==> config.mk <==
export PLATFORM = sky130hd
export DESIGN_NAME = dual_motor_drive_sweep_sequencer
export DESIGN_NICKNAME = d
export VERILOG_FILES = /design/src/hdl/dmds_pkg.sv /design/src/hdl/dual_motor_drive_sweep_sequencer.sv
export SDC_FILE = /design/constraint.sdc
export NUM_CORES = 1
export LEC_CHECK = 0
export BUFFER_PORTS_ARGS = -buffer_cell sky130_fd_sc_hd__buf_2
export CORE_ASPECT_RATIO = 1.4
export CORE_MARGIN = 1.5
export CORE_UTILIZATION = 40
export CTS_BUF_LIST = sky130_fd_sc_hd__clkbuf_8 sky130_fd_sc_hd__clkbuf_16
export CTS_CLUSTER_SIZE = 24
export DETAILED_ROUTE_END_ITERATION = 8
export HOLD_SLACK_MARGIN = 0.05
export PLACE_DENSITY = 0.69
export SETUP_SLACK_MARGIN = 0.4
export SKIP_CTS_REPAIR_TIMING = 1
export SLEW_MARGIN = 40
export SYNTH_ARGS = -nofsm -noshare
export SYNTH_HDL_FRONTEND = slang
export SYNTH_SLANG_ARGS = --single-unit
==> constraint.sdc <==
create_clock -name clk -period 13.9 [get_ports clk]
set_clock_uncertainty 0.1 [all_clocks]
set_input_delay 3.475 -clock clk [delete_from_list [all_inputs] [get_ports clk]]
set_output_delay 3.475 -clock clk [all_outputs]
set_load 0.005 [all_outputs]
==> src/hdl/dmds_pkg.sv <==
`timescale 1ns / 1ps

package dmds_pkg;

  typedef enum logic [1:0] {
    CMD_TICK  = 2'd0,
    CMD_MOVE  = 2'd1,
    CMD_START = 2'd2,
    CMD_STOP  = 2'd3
  } cmd_t;

  typedef enum logic [1:0] {
    DIR_SPIN_LEFT  = 2'd0,
    DIR_SPIN_RIGHT = 2'd1,
    DIR_AHEAD      = 2'd2,
    DIR_ASTERN     = 2'd3
  } dir_t;

  typedef enum logic [2:0] {
    PH_IDLE = 3'd0,
    PH_WAIT = 3'd1,
    PH_LQ   = 3'd2,
    PH_RH   = 3'd3,
    PH_LH   = 3'd4,
    PH_RQ   = 3'd5,
    PH_STOP = 3'd6
  } phase_t;

  localparam int CFG_IDX_W = 3;

  localparam logic [CFG_IDX_W-1:0] CFG_MAX_SPEED     = 3'd0;
  localparam logic [CFG_IDX_W-1:0] CFG_SWEEP_SPEED   = 3'd1;
  localparam logic [CFG_IDX_W-1:0] CFG_WAIT_TICKS    = 3'd2;
  localparam logic [CFG_IDX_W-1:0] CFG_QUARTER_TICKS = 3'd3;
  localparam logic [CFG_IDX_W-1:0] CFG_HALF_TICKS    = 3'd4;

  localparam logic [14:0] MAX_SPEED_RST     = 15'd1000;
  localparam logic [14:0] SWEEP_SPEED_RST   = 15'd250;
  localparam logic [15:0] WAIT_TICKS_RST    = 16'd1000;
  localparam logic [15:0] QUARTER_TICKS_RST = 16'd500;
  localparam logic [15:0] HALF_TICKS_RST    = 16'd1000;

  localparam logic [2:0] TURNS_MAX = 3'd7;
  localparam logic [2:0] TURNS_END = 3'd4;

  typedef struct packed {
    logic [14:0] duty;
    logic        fwd;
    logic        rev;
  } drive_t;

  localparam drive_t DRIVE_OFF = '{duty: 15'd0, fwd: 1'b0, rev: 1'b0};

  // clamp to +/- lim, split into magnitude and direction pins
  function automatic drive_t drive_set(input logic signed [16:0] s, input logic [14:0] lim);
    logic signed [17:0] sx;
    logic signed [17:0] lx;
    logic signed [17:0] c;
    logic signed [17:0] mag;
    drive_t d;
    sx = {s[16], s};
    lx = {3'b000, lim};
    if (sx > lx) begin
      c = lx;
    end else if (sx < -lx) begin
      c = -lx;
    end else begin
      c = sx;
    end
    mag = c[17] ? -c : c;
    d.duty = mag[14:0];
    d.fwd  = (c > 18'sd0);
    d.rev  = c[17];
    return d;
  endfunction

endpackage

==> src/hdl/dual_motor_drive_sweep_sequencer.sv <==
`timescale 1ns / 1ps

// channel | direction | handshake           | payload
// in_     | input     | in_valid/in_ready   | cmd, dir, speed, duration
// out_    | output    | out_valid/out_ready | drives, pins, enable, sweep_done, phase
// cfg_    | input     | cfg_valid/cfg_ready | cfg_index, cfg_data
//
// One transfer per cycle while in_ready is high; the result follows in the next cycle.
// All state updates in one pass of clamp and 32-bit compare logic before the registers.
// in_ready is high while the result register is empty or being taken this cycle.
// cfg_ready is always high. Reset is synchronous, active low; no clearing pass.
module dual_motor_drive_sweep_sequencer (
  input  logic                           clk,
  input  logic                           rst_n,
  input  logic                           in_valid,
  output logic                           in_ready,
  input  logic [1:0]                     in_cmd,
  input  logic [1:0]                     in_dir,
  input  logic signed [15:0]             in_speed,
  input  logic [31:0]                    in_duration,
  output logic                           out_valid,
  input  logic                           out_ready,
  output logic [14:0]                    out_left_duty,
  output logic                           out_left_forward,
  output logic                           out_left_reverse,
  output logic [14:0]                    out_right_duty,
  output logic                           out_right_forward,
  output logic                           out_right_reverse,
  output logic                           out_driver_enable,
  output logic                           out_sweep_done,
  output logic [2:0]                     out_sweep_phase,
  input  logic                           cfg_valid,
  output logic                           cfg_ready,
  input  logic [dmds_pkg::CFG_IDX_W-1:0] cfg_index,
  input  logic [15:0]                    cfg_data
);
  import dmds_pkg::*;

  logic [14:0] max_speed_r;
  logic [14:0] sweep_speed_r;
  logic [15:0] wait_ticks_r;
  logic [15:0] quarter_ticks_r;
  logic [15:0] half_ticks_r;

  phase_t      phase_r, phase_nxt;
  logic [2:0]  turns_r, turns_nxt;
  logic [31:0] elapsed_r, elapsed_nxt;
  logic [31:0] phase_len_r, phase_len_nxt;
  drive_t      left_r, left_nxt;
  drive_t      right_r, right_nxt;
  logic        driver_on_r, driver_on_nxt;
  logic        armed_r, armed_nxt;
  logic        done_r, done_nxt;
  logic        out_valid_r, out_valid_nxt;

  logic               in_xfer;
  logic [31:0]        elapsed_inc;
  logic               due;
  logic [2:0]         turns_inc;
  logic               mv_en;
  logic               stop_en;
  dir_t               mv_dir;
  logic signed [16:0] mv_spd;
  logic signed [16:0] mv_neg;
  logic [31:0]        mv_len;
  logic signed [16:0] sweep_spd;

  assign in_xfer   = in_valid && in_ready;
  assign in_ready  = !out_valid_r || out_ready;
  assign cfg_ready = 1'b1;

  assign elapsed_inc = (elapsed_r == 32'hFFFF_FFFF) ? elapsed_r : elapsed_r + 32'd1;
  assign due         = (elapsed_inc >= phase_len_r);
  assign turns_inc   = (turns_r < TURNS_MAX) ? turns_r + 3'd1 : turns_r;
  assign sweep_spd   = {2'b00, sweep_speed_r};
  assign mv_neg      = -mv_spd;

  always_comb begin
    phase_nxt     = phase_r;
    turns_nxt     = turns_r;
    elapsed_nxt   = elapsed_r;
    phase_len_nxt = phase_len_r;
    left_nxt      = left_r;
    right_nxt     = right_r;
    driver_on_nxt = driver_on_r;
    armed_nxt     = armed_r;
    done_nxt      = 1'b0;
    mv_en         = 1'b0;
    stop_en       = 1'b0;
    mv_dir        = dir_t'(in_dir);
    mv_spd        = {in_speed[15], in_speed};
    mv_len        = in_duration;

    case (cmd_t'(in_cmd))
      CMD_TICK: begin
        elapsed_nxt = elapsed_inc;
        case (phase_r)
          PH_WAIT: begin
            if (due) begin
              phase_nxt = PH_LQ;
              mv_en     = 1'b1;
              mv_dir    = DIR_SPIN_LEFT;
              mv_spd    = sweep_spd;
              mv_len    = {16'd0, quarter_ticks_r};
            end
          end
          PH_LQ: begin
            if (due) begin
              turns_nxt = turns_inc;
              if (turns_inc >= TURNS_END) begin
                phase_nxt = PH_STOP;
              end else begin
                phase_nxt = PH_RH;
                mv_en     = 1'b1;
                mv_dir    = DIR_SPIN_RIGHT;
                mv_spd    = sweep_spd;
                mv_len    = {16'd0, half_ticks_r};
              end
            end
          end
          PH_RH: begin
            if (due) begin
              turns_nxt = turns_inc;
              if (turns_inc >= TURNS_END) begin
                phase_nxt = PH_STOP;
              end else begin
                phase_nxt = PH_LH;
                mv_en     = 1'b1;
                mv_dir    = DIR_SPIN_LEFT;
                mv_spd    = sweep_spd;
                mv_len    = {16'd0, half_ticks_r};
              end
            end
          end
          PH_LH: begin
            if (due) begin
              turns_nxt = turns_inc;
              if (turns_inc >= TURNS_END) begin
                phase_nxt = PH_STOP;
              end else begin
                phase_nxt = PH_RQ;
                mv_en     = 1'b1;
                mv_dir    = DIR_SPIN_RIGHT;
                mv_spd    = sweep_spd;
                mv_len    = {16'd0, quarter_ticks_r};
              end
            end
          end
          PH_RQ: begin
            if (due) begin
              turns_nxt = turns_inc;
              phase_nxt = PH_STOP;
            end
          end
          PH_STOP: begin
            stop_en = 1'b1;
          end
          default: begin
          end
        endcase
      end
      CMD_MOVE: begin
        mv_en = 1'b1;
      end
      CMD_START: begin
        armed_nxt     = 1'b1;
        turns_nxt     = 3'd0;
        phase_nxt     = PH_WAIT;
        phase_len_nxt = {16'd0, wait_ticks_r};
        elapsed_nxt   = 32'd0;
      end
      default: begin
        stop_en = 1'b1;
      end
    endcase

    if (mv_en) begin
      case (mv_dir)
        DIR_SPIN_LEFT: begin
          left_nxt  = drive_set(mv_neg, max_speed_r);
          right_nxt = drive_set(mv_spd, max_speed_r);
        end
        DIR_SPIN_RIGHT: begin
          left_nxt  = drive_set(mv_spd, max_speed_r);
          right_nxt = drive_set(mv_neg, max_speed_r);
        end
        DIR_AHEAD: begin
          left_nxt  = drive_set(mv_spd, max_speed_r);
          right_nxt = drive_set(mv_spd, max_speed_r);
        end
        default: begin
          left_nxt  = drive_set(mv_neg, max_speed_r);
          right_nxt = drive_set(mv_neg, max_speed_r);
        end
      endcase
      elapsed_nxt   = 32'd0;
      phase_len_nxt = mv_len;
      driver_on_nxt = 1'b1;
    end

    if (stop_en) begin
      done_nxt      = armed_r;
      left_nxt      = DRIVE_OFF;
      right_nxt     = DRIVE_OFF;
      driver_on_nxt = 1'b0;
      phase_nxt     = PH_IDLE;
      armed_nxt     = 1'b0;
    end
  end

  always_comb begin
    if (in_xfer) begin
      out_valid_nxt = 1'b1;
    end else if (out_ready) begin
      out_valid_nxt = 1'b0;
    end else begin
      out_valid_nxt = out_valid_r;
    end
  end

  always_ff @(posedge clk) begin
    if (!rst_n) begin
      out_valid_r <= 1'b0;
      phase_r     <= PH_IDLE;
      turns_r     <= 3'd0;
      elapsed_r   <= 32'd0;
      phase_len_r <= 32'd0;
      left_r      <= DRIVE_OFF;
      right_r     <= DRIVE_OFF;
      driver_on_r <= 1'b0;
      armed_r     <= 1'b0;
      done_r      <= 1'b0;
    end else begin
      out_valid_r <= out_valid_nxt;
      if (in_xfer) begin
        phase_r     <= phase_nxt;
        turns_r     <= turns_nxt;
        elapsed_r   <= elapsed_nxt;
        phase_len_r <= phase_len_nxt;
        left_r      <= left_nxt;
        right_r     <= right_nxt;
        driver_on_r <= driver_on_nxt;
        armed_r     <= armed_nxt;
        done_r      <= done_nxt;
      end
    end
  end

  always_ff @(posedge clk) begin
    if (!rst_n) begin
      max_speed_r     <= MAX_SPEED_RST;
      sweep_speed_r   <= SWEEP_SPEED_RST;
      wait_ticks_r    <= WAIT_TICKS_RST;
      quarter_ticks_r <= QUARTER_TICKS_RST;
      half_ticks_r    <= HALF_TICKS_RST;
    end else if (cfg_valid && cfg_ready) begin
      case (cfg_index)
        CFG_MAX_SPEED:     max_speed_r     <= cfg_data[14:0];
        CFG_SWEEP_SPEED:   sweep_speed_r   <= cfg_data[14:0];
        CFG_WAIT_TICKS:    wait_ticks_r    <= cfg_data;
        CFG_QUARTER_TICKS: quarter_ticks_r <= cfg_data;
        CFG_HALF_TICKS:    half_ticks_r    <= cfg_data;
        default: begin
        end
      endcase
    end
  end

  assign out_valid         = out_valid_r;
  assign out_left_duty     = left_r.duty;
  assign out_left_forward  = left_r.fwd;
  assign out_left_reverse  = left_r.rev;
  assign out_right_duty    = right_r.duty;
  assign out_right_forward = right_r.fwd;
  assign out_right_reverse = right_r.rev;
  assign out_driver_enable = driver_on_r;
  assign out_sweep_done    = done_r;
  assign out_sweep_phase   = phase_r;

`ifndef SYNTH
  a_done_idle: assert property (@(posedge clk) disable iff (!rst_n)
    out_sweep_done |-> (phase_r == PH_IDLE) && !driver_on_r && !armed_r)
    else $error("sweep_done without idle stop");

  a_pins_excl: assert property (@(posedge clk) disable iff (!rst_n)
    !(left_r.fwd && left_r.rev) && !(right_r.fwd && right_r.rev))
    else $error("forward and reverse both set");

  a_off_zero: assert property (@(posedge clk) disable iff (!rst_n)
    !driver_on_r |-> (left_r == DRIVE_OFF) && (right_r == DRIVE_OFF))
    else $error("motor drive active with driver off");

  a_stop_idle: assert property (@(posedge clk) disable iff (!rst_n)
    in_xfer && (in_cmd == CMD_TICK) && (phase_r == PH_STOP)
      |=> (phase_r == PH_IDLE) && (done_r == $past(armed_r)))
    else $error("stopping phase did not end");

  a_result_follows: assert property (@(posedge clk) disable iff (!rst_n)
    in_xfer |=> out_valid_r)
    else $error("transfer without result");
`endif

endmodule
-- After elaboration in Yosys (flattened, before gate mapping)
Index checks and enable logic that the tools add are counted.
- flip-flop bits (word level): 186
- latch bits: 0
- bits in writable memories: 0
- bits in read-only memories: 0
- bits of input ports: 76
- output and inout port bits: 42
- word-level logic and storage cells: 176
- memories kept: 0
- $add $sub $neg: 10
- multiply operators: 0
- div/mod/pow operators: 0
- $lt $le $gt $ge: 13
- equal/unequal tests: 23
- shifts and indexed selects: 0
- muxes and demuxes: 81
- bitwise logic cells: 0
- reductions and logical operators: 30
- operators with widths (kind ; count):
    2-to-1 mux 32 bit ; 10
    2-to-1 mux 18 bit ; 16
    2-to-1 mux 17 bit ; 8
    greater-than comparator 18 x 1 -> 1 bit (second input constant) ; 6
    case mux 17 bit (3 select lines) ; 2
    case mux 32 bit (3 select lines) ; 1
    2-to-1 mux 15 bit ; 6
    negation 15 bit ; 6
    case mux 32 bit (2 select lines) ; 1
    less-than comparator 17 x 18 -> 1 bit ; 2
    greater-than comparator 17 x 16 -> 1 bit ; 2
    case mux 17 bit (2 select lines) ; 1
    adder 32 x 1 -> 32 bit (second input constant) ; 1
    == test 32 bit (second input constant) ; 1
    greater-or-equal comparator 32 bit ; 1
    2-to-1 mux 3 bit ; 10
    != test 4 bit (second input constant) ; 5
    negation 15 -> 18 bit ; 1
    AND reduction 2 bit ; 9
    negation 17 bit ; 1
    2-to-1 mux 2 bit ; 8
    case mux 3 bit (5 select lines) ; 1
    == test 3 x 2 -> 1 bit (second input constant) ; 4
    == test 3 bit (second input constant) ; 4
    24 further kinds ; 50

-- Longest topological paths before layout
Gate-level depths: netlist (run 1).
- word-level depth: 18
- mapped depth: 48
- gate-level depth less buffers: 44

-- Worst setup path before layout (run 1)
Ideal clock, no wire load.
- path kind: input to register
- start point: input port in_cmd[1]
- end point: register left_r, in the netlist out_left_duty[6]
- data arrival time: 9.683 ns
- data required time: 13.685 ns
- path slack: 4.002 ns
- cell stages on the path: 34
- cell sequence: inv_1 > ha_1 > o311a_4 > o211a_1 > a21boi_2 > nor2_2 > buf_4 > clkbuf_1 > clkbuf_1 > a22oi_1 > ha_1 > inv_1 > a311oi_4 > nand2_1 > o41a_1 > a21oi_1 > ha_1 > a21o_1 > a21oi_1 > o211ai_1 > o21ai_0 > nand4_1 > o21ai_1 > clkbuf_1 > clkbuf_1 > nor2_1 > mux2i_1 > ha_1 > o211a_1 > a31oi_1 > o31ai_2 > xnor2_1 > nor3b_2 > o21a_1
- longest elaborated chain between the ends: 13
- ends and longest elaborated chain (what ; RTL line ; RTL):
    start: declaration ; dual_motor_drive_sweep_sequencer.sv:17 ; input logic [1:0] in_cmd,
    logical NOT 2 bit ; dual_motor_drive_sweep_sequencer.sv:94 ; case (cmd_t'(in_cmd))
    2-to-1 mux 17 bit ; dual_motor_drive_sweep_sequencer.sv:94 ;
    negation 17 bit ; dual_motor_drive_sweep_sequencer.sv:76 ; assign mv_neg = -mv_spd;
    less-than comparator 17 x 18 -> 1 bit ; dmds_pkg.sv:65 ; end else if (sx < -lx) begin
    2-to-1 mux 18 bit ; dmds_pkg.sv:65 ;
    2-to-1 mux 18 bit ; dmds_pkg.sv:63 ; if (sx > lx) begin
    2-to-1 mux 18 bit ; dual_motor_drive_sweep_sequencer.sv:178 ; case (mv_dir)
    2-to-1 mux 18 bit ; dual_motor_drive_sweep_sequencer.sv:177 ; if (mv_en) begin
    negation 15 bit ; dmds_pkg.sv:70 ; mag = c[17] ? -c : c;
    2-to-1 mux 15 bit ; dmds_pkg.sv:70 ;
    case mux 17 bit (3 select lines) ; dual_motor_drive_sweep_sequencer.sv:178 ;
    2-to-1 mux 17 bit ; dual_motor_drive_sweep_sequencer.sv:177 ;
    2-to-1 mux 17 bit ; dual_motor_drive_sweep_sequencer.sv:201 ; if (stop_en) begin
    end signal: assignment ; dual_motor_drive_sweep_sequencer.sv:240 ; left_r <= left_nxt;
    end: declaration ; dual_motor_drive_sweep_sequencer.sv:49 ; drive_t left_r, left_nxt;
Several ways; a longest one is shown, not always the timed one. The select of a mux whose other input is x is not followed.
A chain may end at the register's enable or synchronous reset.

-- Worst setup path in the final report (run 1)
- start point: register elapsed_r[11]
- end point: register left_r, in the netlist out_left_duty[4]
- longest elaborated chain between the ends: 17
- ends and longest elaborated chain (what ; RTL line ; RTL):
    start: declaration ; dual_motor_drive_sweep_sequencer.sv:47 ; logic [31:0] elapsed_r, elapsed_nxt;
    start signal: assignment ; dual_motor_drive_sweep_sequencer.sv:238 ; elapsed_r <= elapsed_nxt;
    adder 32 x 1 -> 32 bit or == test 32 bit (tied branches) ; dual_motor_drive_sweep_sequencer.sv:72 ; assign elapsed_inc = (elapsed_r == 32'hFFFF_FFFF) ? elapsed_r : elapsed_r + 32'd1;
    2-to-1 mux 32 bit * ; dual_motor_drive_sweep_sequencer.sv:72 ;
    greater-or-equal comparator 32 bit * ; dual_motor_drive_sweep_sequencer.sv:73 ; assign due = (elapsed_inc >= phase_len_r);
    2-to-1 mux 17 bit (on tied branches) ; dual_motor_drive_sweep_sequencer.sv:136, dual_motor_drive_sweep_sequencer.sv:99 ;
    case mux 17 bit (2 select lines) ; dual_motor_drive_sweep_sequencer.sv:97 ; case (phase_r)
    2-to-1 mux 17 bit ; dual_motor_drive_sweep_sequencer.sv:94 ;
    negation 17 bit ; dual_motor_drive_sweep_sequencer.sv:76 ;
    less-than comparator 17 x 18 -> 1 bit ; dmds_pkg.sv:65 ;
    2-to-1 mux 18 bit ; dmds_pkg.sv:65 ;
    2-to-1 mux 18 bit ; dmds_pkg.sv:63 ;
    2-to-1 mux 18 bit ; dual_motor_drive_sweep_sequencer.sv:178 ;
    2-to-1 mux 18 bit ; dual_motor_drive_sweep_sequencer.sv:177 ;
    negation 15 bit ; dmds_pkg.sv:70 ;
    2-to-1 mux 15 bit ; dmds_pkg.sv:70 ;
    case mux 17 bit (3 select lines) ; dual_motor_drive_sweep_sequencer.sv:178 ;
    2-to-1 mux 17 bit ; dual_motor_drive_sweep_sequencer.sv:177 ;
    2-to-1 mux 17 bit ; dual_motor_drive_sweep_sequencer.sv:201 ;
Every way passes the cells marked *; elsewhere a longest branch is shown, timed or not. The select of a mux whose other input is x is not followed.

==> impl_metrics.csv, run 1 <==
group,metric,value,unit
run_status,outcome,"completed",
drt,wl_per_cell,20.9,um
sta,tightest_slew,0.877,ns
yosys,yosysSeqAreaShare,26.9,%
clocking,cts_made_buffers,17,
job,drv_cap,0,
worst_setup_path,cp_max_fo,27,
hold_path,hold_depth,1,
hold_path,min-delay-start,"out_left_duty[7]$_SDFFE_PN0P_",
clocking,clock-sinks,186,
placement,io_buffers,116,
placement,post-place-ws,2.94,ns
finish,nFillCells,3427,
sta,fmax,92.9,MHz
worst_setup_path,cp-start-kind,"flip-flop",
clocking,root_buffer,"clkbuf_16",
sta,hold_viol,0,
worst_setup_path,crit_start,"elapsed_r[11]$_SDFFE_PN0P_",
worst_setup_path,max_stage_delay,0.62,ns
yosys,syn_area,13800,um2
yosys,synth-compound-area-share,27.1,%
worst_setup_path,crit_path_end_kind,"flip-flop",
power_and_ir_drop,powerDensity,89.9,nW/um2
global_route,grt_pass1_vias,13300,
sta,setup_ws,3.14,ns
clocking,path_clk_slew,0.07,ns
floorplan,io_pins,118,
drt,ant_nets,0,
worst_setup_path,path_class,"reg2reg",
clocking,cts_max_level,4,
yosys,async_flop_share,0,%
drt,vias,14000,
drt,drtPass1Iterations,7,
sta,rsz0062_at_grt,"false",
finish,fin_nets,2042,
global_route,grt_usage,26.6,%
yosys,postSynthAreaPerCell,7.66,um2
yosys,synth_edf_count,0,
yosys,ys_warn_count,0,
clocking,clock_latency,0.47,ns
global_route,grt_pass1_wl,74.4,mm
yosys,synth_top_family_by_area,"compound AO/OA/AOI/OAI gates",
sta,setup_viol,0,
yosys,synth-xor-area-share,5.38,%
floorplan,die_h,223,um
yosys,ys_seq_elements,186,
sta,fin_crit,10.76,ns
power_and_ir_drop,vdd_drop_max,0.0000989,V
global_route,grt.overflow.total,0,
worst_setup_path,rr_startpoint,"elapsed_r[11]$_SDFFE_PN0P_",
placement,place_congestion,0.955,
finish,multi_input_area,9420,um2
yosys,ys.flop_type,"dfxtp_1",
finish,synthToLayoutAreaGrowth,11.0,%
floorplan,start_util,40.6,%
yosys,synthCells,1806,
floorplan,die_area,35700,um2
drt,wirelength,48.6,mm
sta,slew_headroom,41.1,%
finish,fin_cells,2323,
finish,final-seq-area,3720,um2
global_route,antenna_found_initial,2,
global_route,grt_max_degree,112,
hold_path,hold_path.class,"reg2reg",
drt,drc,0,
worst_setup_path,cp_slowest_cell,"nor4_1",
drt,drtIter0Drc,1276,
yosys,yosysUniqueCellTypes,105,
placement,place_inst,2290,
clocking,ctsLongestPathBuffers,2,
finish,layout-drive-gt1-share,12.1,%
power_and_ir_drop,p_leak,6.09,nW
placement,place_hpwl,38.0,mm
drt,vias_per_cell,6.01,
floorplan,num_rows,80,
sta,post-route-period-util,77.4,%
yosys,synth_mux_area_share,1.11,%
worst_setup_path,rr_worst_depth,44,
sta,final.setup.tns,0,ns
yosys,synth-adder-area-share,9.77,%
floorplan,core_area,34000,um2
clocking,cts_tree,"built",
sta,slew_viol_final,0,
yosys,syn-num-nets,1990,
worst_setup_path,cp.arrival,11.02,ns
floorplan,die_w,160,um
worst_setup_path,required,14.16,ns
yosys,synth-simple-area-share,24.5,%
per-layer routing:
layer	part of all wire, %	vias up	track usage (%)
met5	0.027	-	0
met4	5.1	2	15.4
met3	5.3	129	3.29
met2	51	553	47.7
met1	38	6670	30.3
li1	-	6601	-
final timing paths:
| kind | end | slack, ns |
|---|---|---|
| min | out_left_duty[7]$_SDFFE_PN0P_ | 0.36 |
| min reg2reg | out_left_duty[7]$_SDFFE_PN0P_ | 0.36 |
| max | out_left_duty[4]$_SDFFE_PN0P_ | 3.14 |
| max reg2reg | out_left_duty[4]$_SDFFE_PN0P_ | 3.14 |
synth_stat cells, drive strengths merged, types with 27 or more instances:
master,count,area share [%]
a21boi,55,3.0
a21oi,93,3.5
a22o,32,2.0
a22oi,56,3.0
clkbuf,90,2.4
dfxtp,186,27
ha,108,9.8
inv,76,2.1
nand2,283,7.7
nand3,59,2.1
nand4,27,1.3
nor2,125,3.4
nor2b,80,3.6
nor3,50,1.8
o21ai,93,3.4
xnor2,58,3.7
xor2,27,1.7
report_power, final:
part | internal (W) | switching [W] | leakage [nW]
combinational | 0.000111 | 0.000199 | 4.29
sequential | 0.000547 | 0.0000122 | 1.51
clock | 0.000274 | 0.000237 | 0.294
total | 0.000932 | 0.000448 | 6.09
final cells by class:
cell class / count / area share [%]
tap: 451 / 3.68
clock buffer: 18 / 2.86
inverter: 77 / 1.90
timing repair buffer: 137 / 4.85
sequential: 186 / 24.3
antenna: 1 / 0.0163
clock inverter: 14 / 1.04
multi-input combinational: 1439 / 61.4
logic make-up after synthesis:
kind of cell / after synthesis
flip-flops: 186
multiplexers: 15
adder cells (fa/ha/maj): 108
AO/OA/AOI/OAI: 515
XOR/XNOR: 85
other: 1
buffers and inverters: 181
AND/OR/NAND/NOR: 715
through the flow:
stage          hold slack, ns  utilization, %  total power [W]  cell area [um2]
6_report                0.357            45.1          0.00138            15300
5_1_grt                 0.384            45.1          0.00143            15300
4_1_cts                 0.358            45.1          0.00138            15300
3_5_place_dp            0.340            43.3         0.000875            14700
3_3_place_gp            0.331            43.3         0.000870            14700
2_1_floorplan           0.336               -         0.000775            13800
flip-flops by register name, indices dropped and copies added (netlist names), 3 cells and up:
register,flops
half_ticks_r,16
sweep_speed_r,15
phase_len_r,32
elapsed_r,32
out_left_duty,15
out_sweep_phase,3
quarter_ticks_r,16
wait_ticks_r,16
turns_r,3
max_speed_r,15
out_right_duty,15
layout by cell type, fill, tap and decap left out, types with 21 or more instances in the layout:
cell type  instances
a21boi_0          52
a21oi_1           91
a22o_1            32
a22oi_1           56
buf_2            115
buf_4             21
dfxtp_1          186
ha_1             108
inv_1             75
nand2_1          282
nand3_1           59
nand4_1           26
nor2_1           121
nor2b_1           80
nor3_1            48
o21ai_0           74
xnor2_1           58
xor2_1            27
critical path, delay by kind of cell, from the launching register on:
| kind | cells | cell delay [ns] |
|---|---|---|
| DFF | 1 | 0.37 |
| AOI/OAI and AO/OA | 12 | 3.21 |
| muxes | 2 | 0.29 |
| xor gates and xnor gates | 2 | 0.47 |
| and+or+nand+nor | 22 | 4.79 |
| adders and majority gates | 4 | 1.08 |
| buffers and inverters | 2 | 0.34 |
(Power assumes the default switching activity.)
==> inputs of run 2 (changes only) <==
- clock period: 13.9 -> 11.15 ns (I/O delays scaled with it)
==> impl_metrics.csv, run 2 (synthesis gave the netlist of run 1 again) <==
group,metric,value,unit
run_status,outcome,"completed",
power_and_ir_drop,vdd_drop_max,0.000121,V
global_route,grt_pass1_vias,13400,
drt,drtIter0Drc,1335,
drt,vias_per_cell,5.97,
placement,place_congestion,1.01,
clocking,cts_tree,"built",
finish,synthToLayoutAreaGrowth,11.1,%
clocking,root_buffer,"clkbuf_16",
finish,fin_nets,2043,
sta,fmax,99.4,MHz
floorplan,die_h,223,um
finish,final_common_cell,"nand2_1",
sta,slew_viol_final,0,
sta,post-route-period-util,90.3,%
floorplan,die_area,35700,um2
clocking,ctsLongestPathBuffers,2,
sta,hold_viol,0,
placement,io_buffers,116,
clocking,path_clk_slew,0.08,ns
power_and_ir_drop,p_sw_share,33.9,%
drt,wl_per_cell,20.9,um
power_and_ir_drop,clkPwrFrac,35.8,%
floorplan,num_rows,80,
floorplan,core_area,34000,um2
drt,drtPass1Iterations,5,
global_route,grt_max_degree,119,
power_and_ir_drop,power_frac_comb,23.0,%
finish,final_area,15400,um2
clocking,clock_latency,0.46,ns
floorplan,io_pins,118,
sta,fin_crit,10.07,ns
drt,drc,0,
floorplan,die_w,160,um
clocking,cts_max_level,4,
power_and_ir_drop,p_leak,6.08,nW
drt,ant_nets,0,
global_route,antenna_found_initial,3,
finish,fin_util,45.1,%
sta,setup_viol,0,
finish,layout-drive-gt1-share,12.3,%
clocking,cts_made_buffers,17,
power_and_ir_drop,p_seq_share,41.2,%
sta,rsz0062_at_grt,"true",
job,drv_cap,0,
finish,reg.largest.list,"elapsed_r (32), phase_len_r (32)",
placement,place_hpwl,37.9,mm
finish,nFillCells,3430,
placement,placed_area,14700,um2
sta,slew_headroom,41.4,%
worst_setup_path,max_stage_delay,0.50,ns
power_and_ir_drop,power.internal,0.00112,W
worst_setup_path,cp_slowest_cell,"o41a_1",
sta,final.setup.tns,0,ns
hold_path,hold_path.class,"reg2reg",
finish,final_cell_mix,"282 x nand2_1, 186 x dfxtp_1, 120 x nor2_1, 115 x buf_2, 108 x ha_1",
worst_setup_path,crit_path_end_kind,"flip-flop",
power_and_ir_drop,p_switching,0.000573,W
worst_setup_path,cp-start-kind,"flip-flop",
clocking,clock-sinks,186,
global_route,grt.overflow.total,0,
worst_setup_path,cp.arrival,10.31,ns
worst_setup_path,required,11.39,ns
sta,tightest_slew,0.880,ns
global_route,grt_usage,26.9,%
worst_setup_path,cp_max_fo,9,
drt,wirelength,48.7,mm
worst_setup_path,path_class,"reg2reg",
floorplan,start_util,40.6,%
global_route,grt_pass1_wl,74.9,mm
drt,vias,13900,
power_and_ir_drop,powerDensity,110,nW/um2
## run 2: cell count changes in the layout (fill, tap and decap cells not counted), moves of 2 or more
cell       delta
nor4_1        -2
clkinv_8      +2
bufinv_16     -2
clkinv_4      +2
inv_8         +2
nor4_2        +2
o21ai_1       -2
## run 2: layer usage
metal / up-vias / track usage (%) / share of wire [%]
met2: 600 / 47.0 / 49
li1: 6591 / - / -
met1: 6529 / 30.7 / 39
met3: 161 / 3.03 / 5.3
met5: - / 0 / 0.023
met4: 2 / 18.1 / 6.7
## run 2: power by group through the flow
stage               logic (W)  clock network (W)  registers (W)
floorplan            0.000260                  0       0.000706
global placement     0.000375                  0       0.000711
detailed placement   0.000379                  0       0.000712
CTS                  0.000381           0.000614       0.000696
global route         0.000421           0.000639       0.000698
finish               0.000389           0.000606       0.000697
## run 2: final cells by class
cell class / count / area, um2 / area share (%)
flip-flops and latches: 186 / 3720 / 24.2
clock buffers: 17 / 425 / 2.77
well taps: 451 / 564 / 3.67
repair buffers: 138 / 752 / 4.89
inverters: 77 / 292 / 1.90
diodes: 2 / 5.00 / 0.0326
clock inverters: 15 / 155 / 1.01
multi-input cells: 1439 / 9450 / 61.5
## run 2: metrics by stage
| stage | setup WS (ns) | std cells | total power [W] | hold WS (ns) |
|---|---|---|---|---|
| 2_1_floorplan | 1.57 | 1806 | 0.000966 | 0.336 |
| 3_3_place_gp | 1.14 | 2289 | 0.00109 | 0.333 |
| 3_5_place_dp | 0.969 | 2289 | 0.00109 | 0.356 |
| 4_1_cts | 0.866 | 2321 | 0.00169 | 0.366 |
| 5_1_grt | 0.398 | 2325 | 0.00176 | 0.384 |
| 6_report | 1.08 | 2325 | 0.00169 | 0.362 |
## run 2: path summary, 6_finish.rpt
check / from / endpoint / slack [ns] / cells after the start
worst max register to register: elapsed_r[11]$_SDFFE_PN0P_ / out_left_duty[4]$_SDFFE_PN0P_ / 1.08 / 44
worst max-delay path: elapsed_r[11]$_SDFFE_PN0P_ / out_left_duty[4]$_SDFFE_PN0P_ / 1.08 / 44
worst min register to register: out_sweep_done$_SDFFE_PN0P_ / out_sweep_done$_SDFFE_PN0P_ / 0.36 / 2
worst min-delay path: out_sweep_done$_SDFFE_PN0P_ / out_sweep_done$_SDFFE_PN0P_ / 0.36 / 2
## run 2: worst max-delay path: cells and delay by family (launching register included)
family,cells,cell delay [ns]
multiplexers,2,0.32
XOR/XNOR,2,0.36
AO/OA/AOI/OAI,14,3.56
flip-flops,1,0.44
AND/OR/NAND/NOR,20,3.68
buffers and inverters,2,0.32
adder cells (fa/ha/maj),4,1.14
